<file path="src/rtl/core/alist_pkg.sv">
`default_nettype none

package alist_pkg;

   localparam int CAPACITY = 64;

   // fixed field widths of the request and response items
   localparam int OPCODE_W = 3;
   localparam int POS_W    = 6;
   localparam int DATA_W   = 32;
   localparam int STATUS_W = 2;
   localparam int SIZE_W   = 7;

   // storage widths follow the capacity
   localparam int ADDR_W  = (CAPACITY > 1) ? $clog2(CAPACITY) : 1;
   localparam int COUNT_W = $clog2(CAPACITY + 1);
   localparam int CMP_W   = (POS_W > COUNT_W) ? POS_W : COUNT_W;

   typedef logic [ADDR_W-1:0]   addr_type;
   typedef logic [COUNT_W-1:0]  count_type;
   typedef logic [DATA_W-1:0]   word_type;
   typedef logic [STATUS_W-1:0] status_type;
   typedef logic [OPCODE_W-1:0] opcode_type;

   localparam opcode_type OP_APPEND = 3'd0;
   localparam opcode_type OP_INSERT = 3'd1;
   localparam opcode_type OP_DELETE = 3'd2;
   localparam opcode_type OP_FIND   = 3'd3;
   localparam opcode_type OP_GET    = 3'd4;

   localparam status_type ST_OK       = 2'd0;
   localparam status_type ST_RANGE    = 2'd1;
   localparam status_type ST_NOTFOUND = 2'd2;
   localparam status_type ST_FULL     = 2'd3;

endpackage

`default_nettype wire

</file>
<file path="src/rtl/core/alist_ram.sv">
`default_nettype none

module alist_ram #(
   parameter int WIDTH = 32,
   parameter int DEPTH = 64
) (
   input  wire logic                                   clock,
   input  wire logic                                   wr_en,
   input  wire logic [((DEPTH > 1) ? $clog2(DEPTH) : 1)-1:0] wr_addr,
   input  wire logic [WIDTH-1:0]                       wr_data,
   input  wire logic [((DEPTH > 1) ? $clog2(DEPTH) : 1)-1:0] rd_addr,
   output logic      [WIDTH-1:0]                       rd_data
);

   logic [WIDTH-1:0] mem_ff [DEPTH];

   always_ff @(posedge clock) begin
      if (wr_en) begin
         mem_ff[wr_addr] <= wr_data;
      end
      rd_data <= mem_ff[rd_addr];
   end

endmodule

`default_nettype wire

</file>
<file path="src/rtl/core/bounded_integer_array_list_core.sv">
`default_nettype none
// path from the accept to rsp_valid: append, rejected and unused opcodes, delete of the last
//   entry and find on an empty list go straight to the finish state; get reads its entry first;
//   find walks up to the first match or the end; insert and delete shift the entries in between
// throughput: one item at a time, req_ready returns in the cycle rsp_valid rises once the
//   output register is free; the walk over the store, one entry a cycle, sets the pace
// reset: synchronous, clears the element count and the handshake state, not the store

module bounded_integer_array_list_core (
   input  wire logic                                   clock,
   input  wire logic                                   reset,
   input  wire logic                                   req_valid,
   output logic                                        req_ready,
   input  wire logic        [alist_pkg::OPCODE_W-1:0]  req_opcode,
   input  wire logic        [alist_pkg::POS_W-1:0]     req_position,
   input  wire logic signed [alist_pkg::DATA_W-1:0]    req_value,
   output logic                                        rsp_valid,
   input  wire logic                                   rsp_ready,
   output logic             [alist_pkg::STATUS_W-1:0]  rsp_status,
   output logic signed      [alist_pkg::DATA_W-1:0]    rsp_data,
   output logic             [alist_pkg::SIZE_W-1:0]    rsp_size
);

   // sequencer states
   localparam logic [3:0] S_IDLE     = 4'd0;
   localparam logic [3:0] S_GET      = 4'd1;
   localparam logic [3:0] S_FIND     = 4'd2;
   localparam logic [3:0] S_INS      = 4'd3;
   localparam logic [3:0] S_INS_LAST = 4'd4;
   localparam logic [3:0] S_INS_PUT  = 4'd5;
   localparam logic [3:0] S_DEL      = 4'd6;
   localparam logic [3:0] S_DEL_LAST = 4'd7;
   localparam logic [3:0] S_FINISH   = 4'd8;

   logic [3:0] state_ff, state_in;

   alist_pkg::count_type  count_ff, count_in;
   alist_pkg::addr_type   idx_ff, idx_in;        // walking address of the store
   alist_pkg::addr_type   pos_ff, pos_in;        // held request position
   alist_pkg::word_type   val_ff, val_in;        // held request value
   logic                  pend_vld_ff, pend_vld_in; // shift write waiting on read data
   alist_pkg::addr_type   pend_addr_ff, pend_addr_in;
   logic                  cmp_vld_ff, cmp_vld_in;    // find compare stage has data
   alist_pkg::addr_type   cmp_idx_ff, cmp_idx_in;
   alist_pkg::status_type res_status_ff, res_status_in;
   alist_pkg::word_type   res_data_ff, res_data_in;

   logic                  rsp_valid_ff, rsp_valid_in;
   alist_pkg::status_type rsp_status_ff, rsp_status_in;
   alist_pkg::word_type   rsp_data_ff, rsp_data_in;
   logic [alist_pkg::SIZE_W-1:0] rsp_size_ff, rsp_size_in;

   // store port
   logic                mem_we;
   alist_pkg::addr_type mem_wr_addr;
   alist_pkg::word_type mem_wr_data;
   alist_pkg::addr_type mem_rd_addr;
   alist_pkg::word_type mem_rd_data;

   logic                          req_fire;
   logic                          out_free;
   logic [alist_pkg::CMP_W-1:0]   pos_ext;
   logic [alist_pkg::CMP_W-1:0]   cnt_ext;
   logic                          pos_bad;
   logic                          list_full;
   alist_pkg::count_type          count_m1;

   alist_ram #(
      .WIDTH (alist_pkg::DATA_W),
      .DEPTH (alist_pkg::CAPACITY)
   ) u_store (
      .clock   (clock),
      .wr_en   (mem_we),
      .wr_addr (mem_wr_addr),
      .wr_data (mem_wr_data),
      .rd_addr (mem_rd_addr),
      .rd_data (mem_rd_data)
   );

   assign req_ready = (state_ff == S_IDLE);
   assign req_fire  = req_valid && req_ready;
   assign out_free  = !rsp_valid_ff || rsp_ready;

   assign pos_ext   = alist_pkg::CMP_W'(req_position);
   assign cnt_ext   = alist_pkg::CMP_W'(count_ff);
   assign pos_bad   = (pos_ext >= cnt_ext);
   assign list_full = (count_ff == alist_pkg::COUNT_W'(alist_pkg::CAPACITY));
   assign count_m1  = count_ff - alist_pkg::COUNT_W'(1);

   always_comb begin
      state_in      = state_ff;
      count_in      = count_ff;
      idx_in        = idx_ff;
      pos_in        = pos_ff;
      val_in        = val_ff;
      pend_vld_in   = pend_vld_ff;
      pend_addr_in  = pend_addr_ff;
      cmp_vld_in    = cmp_vld_ff;
      cmp_idx_in    = cmp_idx_ff;
      res_status_in = res_status_ff;
      res_data_in   = res_data_ff;
      rsp_valid_in  = rsp_valid_ff;
      rsp_status_in = rsp_status_ff;
      rsp_data_in   = rsp_data_ff;
      rsp_size_in   = rsp_size_ff;

      mem_we      = 1'b0;
      mem_wr_addr = pend_addr_ff;
      mem_wr_data = mem_rd_data;
      mem_rd_addr = idx_ff;

      // output register drains independently of the sequencer
      if (rsp_valid_ff && rsp_ready) begin
         rsp_valid_in = 1'b0;
      end

      unique case (state_ff)
         S_IDLE: begin
            // get reads its entry straight from the request position
            mem_rd_addr = alist_pkg::ADDR_W'(req_position);
            if (req_fire) begin
               pos_in        = alist_pkg::ADDR_W'(req_position);
               val_in        = req_value;
               res_status_in = alist_pkg::ST_OK;
               res_data_in   = '0;
               pend_vld_in   = 1'b0;
               cmp_vld_in    = 1'b0;
               state_in      = S_FINISH;
               unique case (req_opcode)
                  alist_pkg::OP_APPEND: begin
                     if (list_full) begin
                        res_status_in = alist_pkg::ST_FULL;
                     end else begin
                        mem_we      = 1'b1;
                        mem_wr_addr = alist_pkg::ADDR_W'(count_ff);
                        mem_wr_data = req_value;
                        count_in    = count_ff + alist_pkg::COUNT_W'(1);
                     end
                  end
                  alist_pkg::OP_INSERT: begin
                     if (pos_bad) begin
                        res_status_in = alist_pkg::ST_RANGE;
                     end else if (list_full) begin
                        res_status_in = alist_pkg::ST_FULL;
                     end else begin
                        // shift from the top entry down to the position
                        idx_in   = alist_pkg::ADDR_W'(count_m1);
                        state_in = S_INS;
                     end
                  end
                  alist_pkg::OP_DELETE: begin
                     if (pos_bad) begin
                        res_status_in = alist_pkg::ST_RANGE;
                     end else if (pos_ext + alist_pkg::CMP_W'(1) == cnt_ext) begin
                        // last entry: nothing to move
                        count_in = count_m1;
                     end else begin
                        idx_in   = alist_pkg::ADDR_W'(req_position) + alist_pkg::ADDR_W'(1);
                        state_in = S_DEL;
                     end
                  end
                  alist_pkg::OP_FIND: begin
                     if (count_ff == '0) begin
                        res_status_in = alist_pkg::ST_NOTFOUND;
                     end else begin
                        idx_in   = '0;
                        state_in = S_FIND;
                     end
                  end
                  alist_pkg::OP_GET: begin
                     if (pos_bad) begin
                        res_status_in = alist_pkg::ST_RANGE;
                     end else begin
                        state_in = S_GET;
                     end
                  end
                  default: begin
                     // unused opcode: no change, ok with zero data
                  end
               endcase
            end
         end

         S_GET: begin
            res_data_in = mem_rd_data;
            state_in    = S_FINISH;
         end

         S_FIND: begin
            // read one entry a cycle, compare the previous one
            mem_rd_addr = idx_ff;
            idx_in      = idx_ff + alist_pkg::ADDR_W'(1);
            cmp_vld_in  = 1'b1;
            cmp_idx_in  = idx_ff;
            if (cmp_vld_ff) begin
               if (mem_rd_data == val_ff) begin
                  res_data_in = alist_pkg::DATA_W'(cmp_idx_ff);
                  state_in    = S_FINISH;
               end else if (alist_pkg::COUNT_W'(cmp_idx_ff) + alist_pkg::COUNT_W'(1)
                            == count_ff) begin
                  res_status_in = alist_pkg::ST_NOTFOUND;
                  state_in      = S_FINISH;
               end
            end
         end

         S_INS: begin
            // read entry i, write it to i + 1 in the next cycle
            mem_rd_addr  = idx_ff;
            mem_we       = pend_vld_ff;
            pend_vld_in  = 1'b1;
            pend_addr_in = idx_ff + alist_pkg::ADDR_W'(1);
            if (idx_ff == pos_ff) begin
               state_in = S_INS_LAST;
            end else begin
               idx_in = idx_ff - alist_pkg::ADDR_W'(1);
            end
         end

         S_INS_LAST: begin
            mem_we   = 1'b1;
            state_in = S_INS_PUT;
         end

         S_INS_PUT: begin
            mem_we      = 1'b1;
            mem_wr_addr = pos_ff;
            mem_wr_data = val_ff;
            count_in    = count_ff + alist_pkg::COUNT_W'(1);
            state_in    = S_FINISH;
         end

         S_DEL: begin
            // read entry i, write it to i - 1 in the next cycle
            mem_rd_addr  = idx_ff;
            mem_we       = pend_vld_ff;
            pend_vld_in  = 1'b1;
            pend_addr_in = idx_ff - alist_pkg::ADDR_W'(1);
            if (alist_pkg::COUNT_W'(idx_ff) + alist_pkg::COUNT_W'(1) == count_ff) begin
               state_in = S_DEL_LAST;
            end else begin
               idx_in = idx_ff + alist_pkg::ADDR_W'(1);
            end
         end

         S_DEL_LAST: begin
            mem_we   = 1'b1;
            count_in = count_m1;
            state_in = S_FINISH;
         end

         S_FINISH: begin
            // hand the result over once the output register is free
            if (out_free) begin
               rsp_valid_in  = 1'b1;
               rsp_status_in = res_status_ff;
               rsp_data_in   = res_data_ff;
               rsp_size_in   = alist_pkg::SIZE_W'(count_ff);
               state_in      = S_IDLE;
            end
         end

         default: begin
            state_in = S_IDLE;
         end
      endcase
   end

   always_ff @(posedge clock) begin
      if (reset) begin
         state_ff     <= S_IDLE;
         count_ff     <= '0;
         rsp_valid_ff <= 1'b0;
         pend_vld_ff  <= 1'b0;
         cmp_vld_ff   <= 1'b0;
      end else begin
         state_ff     <= state_in;
         count_ff     <= count_in;
         rsp_valid_ff <= rsp_valid_in;
         pend_vld_ff  <= pend_vld_in;
         cmp_vld_ff   <= cmp_vld_in;
      end
   end

   always_ff @(posedge clock) begin
      idx_ff        <= idx_in;
      pos_ff        <= pos_in;
      val_ff        <= val_in;
      pend_addr_ff  <= pend_addr_in;
      cmp_idx_ff    <= cmp_idx_in;
      res_status_ff <= res_status_in;
      res_data_ff   <= res_data_in;
      rsp_status_ff <= rsp_status_in;
      rsp_data_ff   <= rsp_data_in;
      rsp_size_ff   <= rsp_size_in;
   end

   assign rsp_valid  = rsp_valid_ff;
   assign rsp_status = rsp_status_ff;
   assign rsp_data   = $signed(rsp_data_ff);
   assign rsp_size   = rsp_size_ff;

   // count never passes the capacity
   assert property (@(posedge clock) disable iff (reset)
      count_ff <= alist_pkg::COUNT_W'(alist_pkg::CAPACITY))
      else $error("element count above capacity");

   // count moves by at most one per item
   assert property (@(posedge clock) disable iff (reset)
      $past(!reset) |-> (count_ff == $past(count_ff)
         || count_ff == $past(count_ff) + alist_pkg::COUNT_W'(1)
         || count_ff == $past(count_ff) - alist_pkg::COUNT_W'(1)))
      else $error("element count jumped");

   // an accepted item always leaves idle, so only one is in flight
   assert property (@(posedge clock) disable iff (reset)
      req_fire |=> !req_ready)
      else $error("second item taken while busy");

   // lookups never write the store
   assert property (@(posedge clock) disable iff (reset)
      (state_ff == S_FIND || state_ff == S_GET) |-> !mem_we)
      else $error("store written during lookup");

endmodule

`default_nettype wire
</file>
<file path="config.mk">
export PLATFORM = sky130hd
export DESIGN_NAME = bounded_integer_array_list_core
export DESIGN_NICKNAME = d
export VERILOG_FILES = /design/src/rtl/core/alist_pkg.sv /design/src/rtl/core/alist_ram.sv /design/src/rtl/core/bounded_integer_array_list_core.sv
export SDC_FILE = /design/constraint.sdc
export NUM_CORES = 2
export LEC_CHECK = 0
export BUFFER_PORTS_ARGS = -buffer_cell sky130_fd_sc_hd__buf_2
export CAP_MARGIN = 15
export CORE_MARGIN = 5
export CORE_UTILIZATION = 45
export DETAILED_ROUTE_END_ITERATION = 16
export PLACE_DENSITY = 0.59
export REMOVE_ABC_BUFFERS = 1
export SLEW_MARGIN = 5
export SYNTH_ARGS = -nofsm -noshare
export SYNTH_HDL_FRONTEND = slang
export SYNTH_SLANG_ARGS = --single-unit
</file>
<file path="constraint.sdc">
create_clock -name clock -period 4.7 [get_ports clock]
set_input_delay 0.705 -clock clock [delete_from_list [all_inputs] [get_ports clock]]
set_output_delay 0.705 -clock clock [all_outputs]
set_load 0.01 [all_outputs]
</file>
==> reports/results.tsv <==
metric	value	unit
path_common_cell	buf_12	
ctsResizeCount	0	
critPathBufInv	3	
viasPerCell	6.03	
ios	88	
core	195000	um^2
antenna_left	0	
antenna_found_initial	16	
place_congestion	0.882	
ys.warnings.count	0	
fill_cells	15600	
finalHoldViolCount	0	
hold_start	req_value[1]	
drc	0	
grt_first_pass_wirelength	370000	um
ys_types	77	
cts_buffer_depth	3	
relSlewSlack	23.4	%
post_dp_cell_area	94200	um^2
maxSlewViolCount	0	
cp_top_family	compound AO/OA/AOI/OAI gates	
finalPower	59.4	mW
cts_setup_buffers	0	
final_cell_mix	edfxtp_1 (2179), nand2_1 (1057), nand3_1 (495)	
utilization	52.1	%
cts_tree	yes	
cts_inserted_buffers	219	
drive_gt1_share	17.0	%
fmaxAchievable	230	MHz
outcome	completed	
yosysSeqAreaShare	75.6	%
synth-seq-cells	2225	
critPathMaxStageDelay	590	ps
clock_tree.root_cell	clkbuf_16	
syn_avg_cell_area	15.8	um^2
drt_iter0_drc	6364	
syn_inst	5561	
peakVddDrop	0.384	mV
port_buffers	87	
grtUsageTotal	25.2	%
synthesis.area	87800	um^2
endpoint_kind	flop	
synthToLayoutAreaGrowth	15.6	%
initial_core_util	45.1	%
post-dp-hpwl	156000	um
postLayoutCellArea	101000	um^2
p_leak	34.2	nW
numClockSinks	2225	
crit_path_top_delay_cell	a21oi_4	
power.density	585	nW/um^2
first_global_vias	49700	
clk_latency	870	ps
path_class	flop to flop	
final_common_cell	edfxtp_1	
nNetsFinal	5936	
critical_path_arrival	5070	ps
path_cells	buf_4 -> o41a_1 -> a21oi_4 -> buf_12 -> buf_12 -> mux4_2 -> o2111ai_1 -> nand4_1 -> or3_1	
synth-edff-count	2179	
start_kind	flop	
grt_max_degree	74	
cp_max_fo	73	
fp.dieW	452	um
setup_viol	0	
die_y	452	um
min_path_type	primary input to flop	
drv_cap	0	
cts_max_level	4	
worst_slew_pin_slew	1150	ps
regToRegStartpoint	state_ff[1]	
finClkSkew	38.3	ps
ctsHoldBuffers	6	
dieArea	204000	um^2
overflow	0	
num_rows	162	
rsz0062_at_grt	no	
path_clk_slew	60	ps
drt_pass1_iterations	10	
vias	52000	
wl_per_cell	30.2	um
synth_ff_type	edfxtp_1	
layout_min_cycle_time	4350	ps
required	5420	ps
pre_cts_ws	379	ps
synthArstFlopShare	0	%
setup_ws	352	ps
crit_path_start	state_ff[1]	
totalWireLength	261000	um
period_share	92.5	%
==> sequential cells by signal (all words and copies together) (netlist names), 2 cells and up <==
signal and flops:
u_store.mem_ff 2048, res_data_ff 32, rsp_data 32, u_store.rd_data 32
val_ff 32, cnt_ext 7, rsp_size 7, cmp_idx_ff 6
idx_ff 6, pend_addr_ff 6, pos_ff 6, state_ff 4
res_status_ff 2, rsp_status 2
==> where the power goes <==
part | internal, mW | total (mW) | switching, mW
clock | 9.91 | 17.5 | 7.55
sequential | 25.0 | 25.6 | 0.634
combinational | 4.90 | 16.3 | 11.4
==> final cells by class <==
class	instances	area, um^2	share of cell area [%]
Sequential cell	2225	66400	65.4
Multi-Input combinational cell	2995	20600	20.3
Clock buffer	293	6000	5.92
Timing Repair Buffer	415	4050	3.99
Tap cell	2542	3180	3.14
Clock inverter	121	1160	1.14
Inverter	22	95.1	0.0937
Antenna cell	13	32.5	0.0321
==> synthesized netlist by cell type (10+ instances only) <==
| cell type | count | area share [%] |
|---|---|---|
| or3_1 | 16 | 0.11 |
| a22o_1 | 18 | 0.18 |
| nor2_1 | 140 | 0.60 |
| xnor2_1 | 29 | 0.29 |
| a211oi_1 | 17 | 0.15 |
| buf_2 | 101 | 0.58 |
| nand2_1 | 1089 | 4.7 |
| a21oi_1 | 72 | 0.41 |
| nand2b_1 | 15 | 0.11 |
| mux2i_1 | 322 | 3.7 |
| and3_1 | 14 | 0.10 |
| a221oi_1 | 20 | 0.20 |
| a32oi_1 | 25 | 0.25 |
| clkbuf_1 | 164 | 0.70 |
| buf_1 | 24 | 0.10 |
| nor4_1 | 13 | 0.093 |
| o2111ai_1 | 86 | 0.86 |
| dfxtp_1 | 46 | 1.0 |
| a22oi_1 | 75 | 0.64 |
| o21ai_0 | 36 | 0.21 |
| a31oi_1 | 45 | 0.32 |
| inv_1 | 18 | 0.077 |
| or4_1 | 13 | 0.11 |
| nand4_1 | 49 | 0.35 |
| buf_6 | 11 | 0.14 |
| nor3_1 | 32 | 0.18 |
| edfxtp_1 | 2179 | 75 |
| mux2_2 | 10 | 0.13 |
| nand3_1 | 495 | 2.8 |
| xor2_1 | 43 | 0.43 |
| mux4_2 | 165 | 4.2 |
| ha_1 | 13 | 0.19 |
| and2_1 | 39 | 0.28 |
| buf_4 | 19 | 0.16 |
==> layer usage <==
layer | wire length (um) | part of all wire, % | track usage, % | vias up
met5 | 54 | 0.021 | 0 | -
met4 | 7860 | 3.0 | 7.58 | 8
met3 | 24300 | 9.3 | 5.03 | 441
met2 | 122000 | 47 | 39.8 | 2639
met1 | 107000 | 41 | 35.6 | 26800
li1 | - | - | - | 22100
==> kinds of logic after synthesis <==
logic type / synth area share, %
muxes: 8.05
xor gates and xnor gates: 0.795
and+or+nand+nor: 9.62
adders and majority gates: 0.185
buffers and inverters: 1.79
DFF: 75.6
AOI/OAI and AO/OA: 3.97
==> stage by stage <==
| stage | hold WS, ps | instances | setup TNS [ps] |
|---|---|---|---|
| 4_1_cts | 2.25 | 8613 | 0 |
| 2_1_floorplan | 400 | 5242 | -6973840 |
| 5_1_grt | 34.2 | 8613 | 0 |
| 3_5_place_dp | 405 | 8193 | 0 |
| 6_report | 58.1 | 8626 | 0 |
| 3_3_place_gp | 401 | 8193 | 0 |
==> final timing paths <==
check / to / slack, ps / depth (start not counted)
max: u_store.rd_data[5] / 350 / 9
min: val_ff[1] / 60 / 1
max reg2reg: u_store.rd_data[5] / 350 / 9
min reg2reg: rsp_data[23] / 420 / 0
(Power assumes the default switching activity.)
